<file path="src/rtl/amgs_pkg.sv">
// shared types, operation codes and sizes for the graph store
`default_nettype none
package amgs_pkg;
	localparam int unsigned MAX_VERTICES_DEF = 16;
	localparam int unsigned ID_W = 32;

	localparam logic [2:0] M_ADD_VERTEX = 3'd0;
	localparam logic [2:0] M_ADD_EDGE   = 3'd1;
	localparam logic [2:0] M_ADD_WEIGHT = 3'd2;
	localparam logic [2:0] M_REM_VERTEX = 3'd3;
	localparam logic [2:0] M_REM_EDGE   = 3'd4;
	localparam logic [2:0] M_READ_EDGE  = 3'd5;

	localparam logic KIND_UNDIRECTED = 1'b0;
	localparam logic KIND_DIRECTED   = 1'b1;

	localparam logic [1:0] WR_ROW = 2'd0;
	localparam logic [1:0] WR_XY  = 2'd1;
	localparam logic [1:0] WR_YX  = 2'd2;
	localparam logic [1:0] WR_COL = 2'd3;

	typedef struct packed {
		logic [2:0]             mode;
		logic signed [ID_W-1:0] vertex_id;
		logic signed [ID_W-1:0] from_id;
		logic signed [ID_W-1:0] to_id;
		logic signed [ID_W-1:0] weight;
	} cmd_t;

	typedef struct packed {
		logic                   ok;
		logic signed [ID_W-1:0] edge_value;
		logic [4:0]             vertex_count;
	} res_t;

	typedef struct packed {
		logic       load;
		logic       scan_rd;
		logic       wr_en;
		logic [1:0] wr_sel;
		logic       rd_en;
		logic       commit;
		logic       finish;
	} ctl_t;

	typedef struct packed {
		logic       ok;
		logic [2:0] mode;
		logic       kind;
	} sts_t;
endpackage
`default_nettype wire

</file>
<file path="src/rtl/amgs_ctrl.sv">
// controller: sequences lookup scan, matrix writes and result transfer
`default_nettype none
module amgs_ctrl #(
	parameter int unsigned MAX_VERTICES = amgs_pkg::MAX_VERTICES_DEF,
	parameter int unsigned SW = $clog2(MAX_VERTICES),
	parameter int unsigned CW = $clog2(MAX_VERTICES + 1)
) (
	input  wire                    clk,
	input  wire                    arst_n,
	input  wire                    start,
	input  amgs_pkg::sts_t         sts,
	input  wire [CW-1:0]           count,
	output amgs_pkg::ctl_t         ctl,
	output logic [SW-1:0]          idx,
	output logic                   busy
);
	localparam logic [2:0] S_IDLE  = 3'd0;
	localparam logic [2:0] S_SCAN  = 3'd1;
	localparam logic [2:0] S_FLUSH = 3'd2;
	localparam logic [2:0] S_EXEC  = 3'd3;
	localparam logic [2:0] S_DONE  = 3'd4;

	logic [2:0]    st_q, st_d;
	logic [CW-1:0] j_q, j_d;

	assign idx  = j_q[SW-1:0];
	assign busy = (st_q != S_IDLE);

	always_comb begin
		st_d = st_q;
		j_d  = j_q;
		ctl  = '0;
		case (st_q)
			S_IDLE: begin
				if (start) begin
					ctl.load = 1'b1;
					j_d      = '0;
					st_d     = S_SCAN;
				end
			end
			S_SCAN: begin
				if (j_q < count) begin
					ctl.scan_rd = 1'b1;
					j_d         = j_q + CW'(1);
				end else begin
					st_d = S_FLUSH;
				end
			end
			S_FLUSH: begin
				j_d  = '0;
				st_d = S_EXEC;
			end
			S_EXEC: begin
				if (!sts.ok) begin
					st_d = S_DONE;
				end else begin
					case (sts.mode)
						amgs_pkg::M_ADD_VERTEX: begin
							ctl.wr_en  = 1'b1;
							ctl.wr_sel = amgs_pkg::WR_ROW;
							if (j_q == CW'(MAX_VERTICES - 1)) begin
								ctl.commit = 1'b1;
								st_d       = S_DONE;
							end else begin
								j_d = j_q + CW'(1);
							end
						end
						amgs_pkg::M_ADD_EDGE, amgs_pkg::M_REM_EDGE: begin
							ctl.wr_en = 1'b1;
							if (j_q == '0) begin
								ctl.wr_sel = amgs_pkg::WR_XY;
								if (sts.kind == amgs_pkg::KIND_UNDIRECTED)
									j_d = CW'(1);
								else
									st_d = S_DONE;
							end else begin
								ctl.wr_sel = amgs_pkg::WR_YX;
								st_d       = S_DONE;
							end
						end
						amgs_pkg::M_ADD_WEIGHT: begin
							ctl.wr_en  = 1'b1;
							ctl.wr_sel = amgs_pkg::WR_XY;
							st_d       = S_DONE;
						end
						amgs_pkg::M_REM_VERTEX: begin
							if (j_q < count) begin
								ctl.wr_en  = 1'b1;
								ctl.wr_sel = amgs_pkg::WR_COL;
								j_d        = j_q + CW'(1);
							end else begin
								ctl.commit = 1'b1;
								st_d       = S_DONE;
							end
						end
						amgs_pkg::M_READ_EDGE: begin
							ctl.rd_en = 1'b1;
							st_d      = S_DONE;
						end
						default: st_d = S_DONE;
					endcase
				end
			end
			S_DONE: begin
				ctl.finish = 1'b1;
				st_d       = S_IDLE;
			end
			default: st_d = S_IDLE;
		endcase
	end

	always_ff @(posedge clk or negedge arst_n) begin
		if (!arst_n) begin
			st_q <= S_IDLE;
			j_q  <= '0;
		end else begin
			st_q <= st_d;
			j_q  <= j_d;
		end
	end

	a_start_scan: assert property (@(posedge clk) disable iff (!arst_n)
		(st_q == S_IDLE && start) |=> (st_q == S_SCAN))
		else $error("transfer in did not begin lookup");
	a_commit_ok: assert property (@(posedge clk) disable iff (!arst_n)
		ctl.commit |-> sts.ok)
		else $error("commit on refused operation");
	a_write_ok: assert property (@(posedge clk) disable iff (!arst_n)
		ctl.wr_en |-> (st_q == S_EXEC && sts.ok))
		else $error("matrix write outside accepted operation");
	a_count_range: assert property (@(posedge clk) disable iff (!arst_n)
		count <= CW'(MAX_VERTICES))
		else $error("vertex count above capacity");
endmodule
`default_nettype wire

</file>
<file path="config.mk">
export PLATFORM = sky130hd
export DESIGN_NAME = amgs_ctrl
export DESIGN_NICKNAME = d
export VERILOG_FILES = /design/src/rtl/amgs_pkg.sv /design/src/rtl/amgs_ctrl.sv
export SDC_FILE = /design/constraint.sdc
export NUM_CORES = 1
export LEC_CHECK = 0
export BUFFER_PORTS_ARGS = -buffer_cell sky130_fd_sc_hd__buf_2
export CORE_UTILIZATION = 25
export CTS_CLUSTER_SIZE = 28
export DETAILED_ROUTE_END_ITERATION = 10
export PLACE_DENSITY_LB_ADDON = 0.08
export SLEW_MARGIN = 10
export SYNTH_ARGS = -nofsm -noshare
export SYNTH_HDL_FRONTEND = slang
export SYNTH_SLANG_ARGS = --single-unit
</file>
<file path="constraint.sdc">
create_clock -name clk -period 3.9 [get_ports clk]
set_input_delay 1.17 -clock clk [delete_from_list [all_inputs] [get_ports clk]]
set_output_delay 1.17 -clock clk [all_outputs]
set_load 0.1 [all_outputs]
</file>
# Yosys cells after proc, flatten, opt, wreduce, memory -nomap -nowiden
# Cells that the tools add are included.
word_totals:
  register_bits: 8
  in_bits: 13
  out_inout_bits: 13
  word_cells: 63
op_classes:
  add_sub_neg: 1
  order_cmp: 1
  n_eq_ne: 20
  n_mux: 31
  n_reduce_logical: 8
ops:
  columns: ["op", "n"]
  rows:
  - ["$mux 5", 8]
  - ["$mux 3", 8]
  - ["$pmux 3 s4", 2]
  - ["$pmux 5 s4", 1]
  - ["$pmux 5 s3", 1]
  - ["$eq 3x2->1 const B", 4]
  - ["$eq 3x3->1 const B", 3]
  - ["$ne 3x3->1 const B", 3]
  - ["$pmux 3 s3", 1]
  - ["$mux 1", 8]
  - ["$ne 4x4->1 const B", 2]
  - ["$reduce_and 7->1", 1]
  - ["$eq 3x1->1 const B", 2]
  - ["$logic_not 3->1", 2]
  - ["$ne 2x2->1 const B", 3]
  - ["$add 5x1->5 const B", 1]
  - ["$eq 5x4->1 const B", 1]
  - ["$logic_not 5->1", 1]
  - ["$lt 5x5->1", 1]
  - ["$ne 5x5->1 const B", 1]
  - ["$reduce_and 5->1", 1]
  - ["$ne 4x1->1 const B", 1]
  - ["$reduce_bool 4->1", 1]
  - ["$reduce_bool 3->1", 1]
  - ["3 further kinds", 3]

# Longest topological paths before layout
# Gate-level depths: netlist (run 1).
logic_depth:
  ltp_word: 5
  mapped_depth: 9
  mapped_depth_nobuf: 9

# Worst setup path before layout (run 1)
# OpenSTA, ideal clock, no wires.
synth_timing:
  path_kind: "input -> output"
  startpoint: "in sts[2] (netlist bit)"
  endpoint: "out ctl[2] (netlist bit)"
  arrival_ps: 4802
  required_ps: 2730
  setup_slack_ps: -2072
  cell_stages: 3
  n_path_buf: 2
  cell_sequence: "bufbuf_16 > clkbuf_1 > nor4b_1"
synth_lines:
  columns: ["element", "line_no", "text"]
  rows:
  - ["start, declared", "amgs_ctrl.sv:11", "input amgs_pkg::sts_t sts,"]
  - ["end, declared", "amgs_ctrl.sv:13", "output amgs_pkg::ctl_t ctl,"]

==> results.sh, run 1 <==
export IMPL_run_status="completed"
export IMPL_drt_drc_violations_left=0
export IMPL_clock_sinks=8
export IMPL_detail_route_antenna_nets=0
export IMPL_syn_area_per_cell_um2=7.52
export IMPL_diodes=0
export IMPL_dominantRegCellSynth="dfrtp_1"
export IMPL_finish_net_count=182
export IMPL_synth_async_reset_ratio_pct=100
export IMPL_hold_ws_ns=0.590
export IMPL_crit_family="compound AO/OA/AOI/OAI gates"
export IMPL_routed_wirelength_um=2810
export IMPL_maximum_number_of_pins_on_one_net_before_global_route_repair=18
export IMPL_synth_edf_count=0
export IMPL_worst_endpoint_required_ns=2.73
export IMPL_numPortBuffers=25
export IMPL_max_stage_delay_ns=0.24
export IMPL_detail_route_first_pass_iterations=5
export IMPL_gr_usage_all_layers_pct=14.6
export IMPL_rsz0062_at_grt="yes"
export IMPL_critical_path_arrival_ns=2.66
export IMPL_netlist_top_cell_by_area="dfrtp_1"
export IMPL_cts_tree="built"
export IMPL_gpl_final_weighted_congestion=0.774
export IMPL_crit_slowest_cell="o22a_1"
export IMPL_period_share_pct=98.2
export IMPL_timing_critical_path_from_type="input pin"
export IMPL_worst_vdd_rail_ir_drop_mv=0.309
export IMPL_hold_violations=0
export IMPL_standard_cell_core_area_um2=3800
export IMPL_synth_nets=157
export IMPL_htreeDepth=1
export IMPL_floorplan_initialDensity_pct=27.1
export IMPL_power_density_nw_per_um2=767
export IMPL_fp_dieH_um=66.2
export IMPL_critPathCaptureType="output pin"
export IMPL_ys_warn_count=0
export IMPL_synth_area_leaders="dfrtp_1 (19%), ha_1 (8.5%), nand2_1 (5.5%)"
export IMPL_dpl_hpwl_um=2230
export IMPL_fill_cells=404
export IMPL_avgViaCountPerCell=5.34
export IMPL_syn_area_um2=1030
export IMPL_max_cap_viol_count=0
export IMPL_synthesis_instances=137
export IMPL_worstPathBufferInverterCount=3
export IMPL_die_area_um2=4380
export IMPL_post_route_cells_drive_above_1_share_pct=33.1
export IMPL_ys_ff_latch=8
export IMPL_most_numerous_cell_in_the_yosys_netlist="nand2_1"
export IMPL_first_iteration_detailed_routing_drc_count=37
export IMPL_cts_buf_count=3
export IMPL_total_neg_setup_slack_ns=0
export IMPL_finalWorstPathRequiredPeriod_ns=3.83
export IMPL_hp_class="flop to flop"
export IMPL_setup_violations=0
export IMPL_final_max_slew_violation_count=0
export IMPL_synth_seq_area_share_pct=19.4
export IMPL_fp_dieW_um=66.2
export IMPL_worst_path_max_fanout=3
export IMPL_fmax_mhz=261
export IMPL_clk_insertion_delay_late_ns=0.23
export IMPL_grt_ovfl_total=0
export IMPL_max_slew_worst_pin_slew_ns=0.486
export IMPL_route_detailed_wl_per_inst_um=13.5
export IMPL_worstSetupPathType="input pin to output pin"
export IMPL_cts_root_buf="clkbuf_8"
export IMPL_initial_antenna_violation_count=0
export IMPL_yosys_cell_types=46
export IMPL_fin_worst_skew_ns=0.00323
export IMPL_relSlewSlack_pct=67.8
export IMPL_route_vias_total=1110
export IMPL_clkSlewWorstSetupHoldPaths_ns=0.04
export IMPL_synthTopCellsByCount="nand2_1 (15), inv_1 (14), nor2_1 (9)"
export IMPL_synth_to_layout_area_growth_pct=38.2
export IMPL_cts_path_max_buffers=2
export IMPL_first_pass_grt_wire_length_um=4820
export IMPL_cp_cell_sequence="buf_4 -> inv_8 -> ha_4 -> a21o_1 -> a31oi_4 -> o21a_1 -> a21oi_1 -> o22a_1 -> nor2_4 -> buf_12"
export IMPL_static_leakage_power_nw=0.625
export IMPL_synth_top_area_share_pct=19.4
export IMPL_vias_in_the_first_global_route=1054
export IMPL_io_pin_count=26
export IMPL_rows=22
power breakdown:
group	switching (mW)	internal, mW	total (mW)
sequential	0.0687	0.114	0.182
clock	0.0329	0.0669	0.0998
combinational	0.553	0.256	0.809
total	0.655	0.437	1.09
cell type report:
class	instances	area (um^2)	area share (%)
Multi-Input combinational cell	104	813	57.2
Clock buffer	3	41.3	2.90
Timing Repair Buffer	31	248	17.4
Inverter	14	60.1	4.22
Tap cell	48	60.1	4.22
Sequential cell	8	200	14.1
registers in the layout, summed over array words and instances, names as in the netlist:
register and flops:
j_q 5, st_q 3
cells by family (layout without fill, tap and decap cells):
kind of cell    Yosys count  in the layout  synth area share (%)
simple gates             56             56                  28.7
buf+inv                  25             48                  14.5
fa+ha+maj                 7              7                  8.51
flops                     8              8                  19.4
mux                       1              1                 0.972
compound gates           38             38                  26.2
xor+xnor                  2              2                  1.70
placed cells by master (no fill, tap or decap), types with 2 or more instances in the layout:
| cell | Yosys | routed |
|---|---|---|
| buf_12 | 0 | 5 |
| nand2b_1 | 2 | 2 |
| buf_2 | 0 | 19 |
| a21o_1 | 2 | 2 |
| clkbuf_8 | 1 | 3 |
| o21ai_0 | 4 | 4 |
| nor2_1 | 9 | 8 |
| nand3_1 | 6 | 5 |
| a211o_1 | 2 | 2 |
| or3_1 | 3 | 3 |
| o2111ai_1 | 3 | 3 |
| nor3_1 | 7 | 6 |
| nand2_1 | 15 | 14 |
| xnor2_1 | 2 | 2 |
| a21oi_1 | 6 | 5 |
| o2bb2ai_1 | 2 | 2 |
| o31ai_1 | 2 | 2 |
| a31oi_1 | 4 | 3 |
| nand4_1 | 2 | 2 |
| inv_1 | 14 | 13 |
| dfrtp_1 | 8 | 8 |
| ha_1 | 7 | 6 |
| buf_4 | 4 | 7 |
worst paths after layout:
check	startpoint	depth (start not counted)	to	slack (ns)
max	count[2]	10	ctl[3]	0.07
min	j_q[4]	2	j_q[4]	0.59
max reg2reg	j_q[0]	9	j_q[0]	1.37
min reg2reg	j_q[4]	2	j_q[4]	0.59
max in group asynchronous	arst_n	1	st_q[2]	2.97
min in group asynchronous	arst_n	1	j_q[2]	0.77
repair_timing:
action | 4_1_cts | 5_1_grt
setup endpoints to repair | 0 | 2
resized for setup | 0 | 1
hold buffers | 0 | 0
buffers inserted | 0 | 0
endpoints found under the hold margin | 0 | 0
tightest hold or removal path, stage by stage (launching register included):
cell and delay [ns]:
dfrtp_1 0.40, inv_1 0.09, o2bb2ai_1 0.06
through the flow:
step                total power, mW  setup WS (ns)  cells  utilization (%)  instance area [um^2]
global placement              0.995         0.0402    205             36.3                  1380
floorplan                     0.834         -0.188    137                -                  1170
global route                   1.17        -0.0100    208             37.5                  1420
finish                         1.09         0.0717    208             37.5                  1420
CTS                            1.10         0.0253    208             37.4                  1420
detailed placement            0.999         0.0292    205             36.3                  1380
routing by layer:
metal	part of all wire (%)	global-route usage [%]	wire length [um]
met4	1.8	6.12	50
met2	46	24.4	1300
met5	0	0	0
met3	5.0	2.24	141
met1	47	18.6	1320
(Power assumes the default switching activity.)
==> run 2, diff against run 1 <==
Settings changed: ABC_AREA from default to 1, SKIP_LAST_GASP from default to 1.
==> results.sh, run 2 <==
export IMPL_sw_frac_of_total_pct=63.5
export IMPL_global_route_usage_met1_pct=17.8
export IMPL_worst_vdd_rail_ir_drop_mv=0.281
export IMPL_route_detailed_wl_per_inst_um=11.1
export IMPL_period_share_pct=95.4
export IMPL_top_register="j_q"
export IMPL_grt_ovfl_total=0
export IMPL_met2_usage_pct=19.5
export IMPL_cts_path_max_buffers=2
export IMPL_p_sw_uw=837
export IMPL_synth_nets=206
export IMPL_area_used_by_multi_input_combinational_logic_um2=785
export IMPL_final_common_cell="nand2_1"
export IMPL_power_frac_clock_pct=7.6
export IMPL_worstReg2RegStart="j_q[2]"
export IMPL_cts_hold_buf=0
export IMPL_detail_route_first_pass_iterations=4
export IMPL_timing_hold_worst_path_depth=2
export IMPL_cts_buf_count=3
export IMPL_htreeDepth=1
export IMPL_p_seq_share_pct=14.9
export IMPL_fp_dieW_um=69.5
export IMPL_combinationalPowerShare_pct=77.4
export IMPL_syn_area_per_cell_um2=6.11
export IMPL_ys_ff_latch=8
export IMPL_routed_wirelength_um=2910
export IMPL_rsz0062_at_grt="no"
export IMPL_setup_violations=0
export IMPL_first_pass_grt_wire_length_um=4960
export IMPL_fp_dieH_um=69.5
export IMPL_ys_warn_count=0
export IMPL_run_status="completed"
export IMPL_cts_tree="built"
export IMPL_register_area_um2=200
export IMPL_detail_route_antenna_nets=0
export IMPL_numPortBuffers=25
export IMPL_hp_class="flop to flop"
export IMPL_synth_seq_area_share_pct=17.6
export IMPL_gpl_final_weighted_congestion=0.848
export IMPL_syn_area_um2=1140
export IMPL_first_iteration_detailed_routing_drc_count=33
export IMPL_fill_cells=482
export IMPL_sink_of_the_worst_hold_path="j_q[4]"
export IMPL_netlist_top_cell_by_area="dfrtp_1"
export IMPL_most_numerous_cell_in_the_yosys_netlist="nand2_1"
export IMPL_met3_usage_pct=1.16
export IMPL_hold_violations=0
export IMPL_relSlewSlack_pct=67.8
export IMPL_io_pin_count=26
export IMPL_die_area_um2=4820
export IMPL_fin_worst_skew_ns=0.00163
export IMPL_critPathCaptureType="output pin"
export IMPL_timing_reg2reg_setup_slack_ns=2.00
export IMPL_stdcell_count=262
export IMPL_final_max_slew_violation_count=0
export IMPL_largest_register_ff_count=5
export IMPL_clkSlewWorstSetupHoldPaths_ns=0.04
export IMPL_drt_drc_violations_left=0
export IMPL_static_leakage_power_nw=0.781
export IMPL_synth_to_layout_area_growth_pct=26.6
export IMPL_gr_usage_all_layers_pct=12.6
export IMPL_timing_critical_path_from_type="input pin"
export IMPL_post_route_cells_drive_above_1_share_pct=32.9
export IMPL_worstSetupPathType="input pin to output pin"
export IMPL_finalWorstPathRequiredPeriod_ns=3.72
export IMPL_largestRegisters="j_q (5), st_q (3)"
export IMPL_worstHoldStart="j_q[4]"
export IMPL_standard_cell_core_area_um2=4350
export IMPL_power_density_nw_per_um2=915
export IMPL_cts_root_buf="clkbuf_8"
export IMPL_regToRegEndpoint="j_q[3]"
export IMPL_fmax_mhz=269
export IMPL_finish_net_count=232
export IMPL_p_int_uw=481
export IMPL_max_cap_viol_count=0
export IMPL_final_cell_mix="nand2_1 (50), inv_1 (23), buf_2 (20)"
export IMPL_synth_top_area_share_pct=17.6
export IMPL_floorplan_initialDensity_pct=26.1
export IMPL_avgViaCountPerCell=4.40
export IMPL_vias_in_the_first_global_route=1108
export IMPL_maximum_number_of_pins_on_one_net_before_global_route_repair=9
export IMPL_route_vias_total=1152
export IMPL_synth_area_leaders="dfrtp_1 (18%), nand2_1 (17%), nand3_1 (7.9%)"
export IMPL_synth_async_reset_ratio_pct=100
export IMPL_diodes=0
export IMPL_clock_sinks=8
export IMPL_dominantRegCellSynth="dfrtp_1"
export IMPL_dpl_hpwl_um=2400
export IMPL_yosys_cell_types=27
export IMPL_worst_endpoint_required_ns=2.73
export IMPL_clk_insertion_delay_late_ns=0.23
export IMPL_global_route_peak_usage_layer="met2"
export IMPL_post_cts_buffers=0
export IMPL_cts_resized_gates=0
export IMPL_max_slew_worst_pin_slew_ns=0.487
export IMPL_synthTopCellsByCount="nand2_1 (50), inv_1 (23), nand3_1 (18)"
export IMPL_synth_edf_count=0
export IMPL_total_neg_setup_slack_ns=0
export IMPL_synthesis_instances=186
export IMPL_post_place_cells=259
export IMPL_initial_antenna_violation_count=0
export IMPL_worst_path_max_fanout=4
export IMPL_rows=24
export IMPL_critical_path_arrival_ns=2.55
export IMPL_ff2ff_path_depth=11
-- run 2: changes by cell type after synthesis, moves of 5 or more --
cell and change:
nor2_2 +5, nor2_1 +7, inv_1 +9, nand2_1 +35, inv_2 +10, nand2_2 +8, nand3_1 +12
-- run 2: worst max path at each step --
| stage | startpoint | to | slack (ns) | cells after the start |
|---|---|---|---|---|
| after floorplan | count[4] | ctl[3] | -0.04 | 9 |
| after global placement | count[4] | ctl[3] | 0.13 | 11 |
| after detailed placement | count[4] | ctl[3] | 0.09 | 11 |
| after CTS | count[4] | ctl[3] | 0.07 | 11 |
| after global routing | count[4] | ctl[3] | 0.007 | 11 |
| final | count[4] | ctl[3] | 0.18 | 11 |
-- run 2: cell families after synthesis --
| kind of cell | Yosys count | share of synthesized area (%) |
|---|---|---|
| fa+ha+maj | 7 | 7.70 |
| compound gates | 19 | 10.1 |
| flops | 8 | 17.6 |
| simple gates | 112 | 48.5 |
| buf+inv | 40 | 16.1 |
-- run 2: power groups by stage --
| stage | Sequential, mW | Combinational (mW) | Clock (mW) |
|---|---|---|---|
| 6_report | 0.197 | 1.02 | 0.101 |
| 5_1_grt | 0.204 | 1.12 | 0.108 |
| 4_1_cts | 0.197 | 1.03 | 0.103 |
| 3_5_place_dp | 0.199 | 1.02 | 0 |
| 3_3_place_gp | 0.199 | 1.03 | 0 |
| 2_1_floorplan | 0.175 | 0.859 | 0 |
-- run 2: stage by stage --
| step | setup WS (ns) | power, mW | area [um^2] | util, % | hold WS [ns] |
|---|---|---|---|---|---|
| after floorplan | -0.0374 | 1.03 | 1160 | - | 0.496 |
| after global placement | 0.132 | 1.23 | 1400 | 32.0 | 0.581 |
| after detailed placement | 0.0867 | 1.22 | 1400 | 32.0 | 0.587 |
| after CTS | 0.0691 | 1.33 | 1440 | 33.0 | 0.594 |
| after global routing | 0.00747 | 1.43 | 1440 | 33.1 | 0.641 |
| final | 0.179 | 1.32 | 1440 | 33.1 | 0.588 |
-- run 2: worst max-delay path: stages --
cell     delay, ns
buf_2         0.08
inv_1         0.03
ha_1          0.31
nand2_2       0.10
inv_2         0.04
a21oi_2       0.18
nand3_2       0.16
o31ai_1       0.10
o21ai_0       0.10
inv_1         0.11
buf_12        0.18
-- run 2: area by class of cell --
cell class / count / area share [%]
sequential: 8 / 13.9
multi-input combinational: 138 / 54.5
timing repair buffer: 26 / 14.4
clock buffer: 3 / 2.87
tap: 52 / 4.52
inverter: 35 / 9.82
-- run 2: layer usage --
layer | wire length [um] | share of wire (%) | vias up
met5 | 0 | 0 | -
met4 | 46 | 1.6 | 0
met3 | 81 | 2.8 | 5
met2 | 1270 | 44 | 19
met1 | 1510 | 52 | 495
li1 | - | - | 633
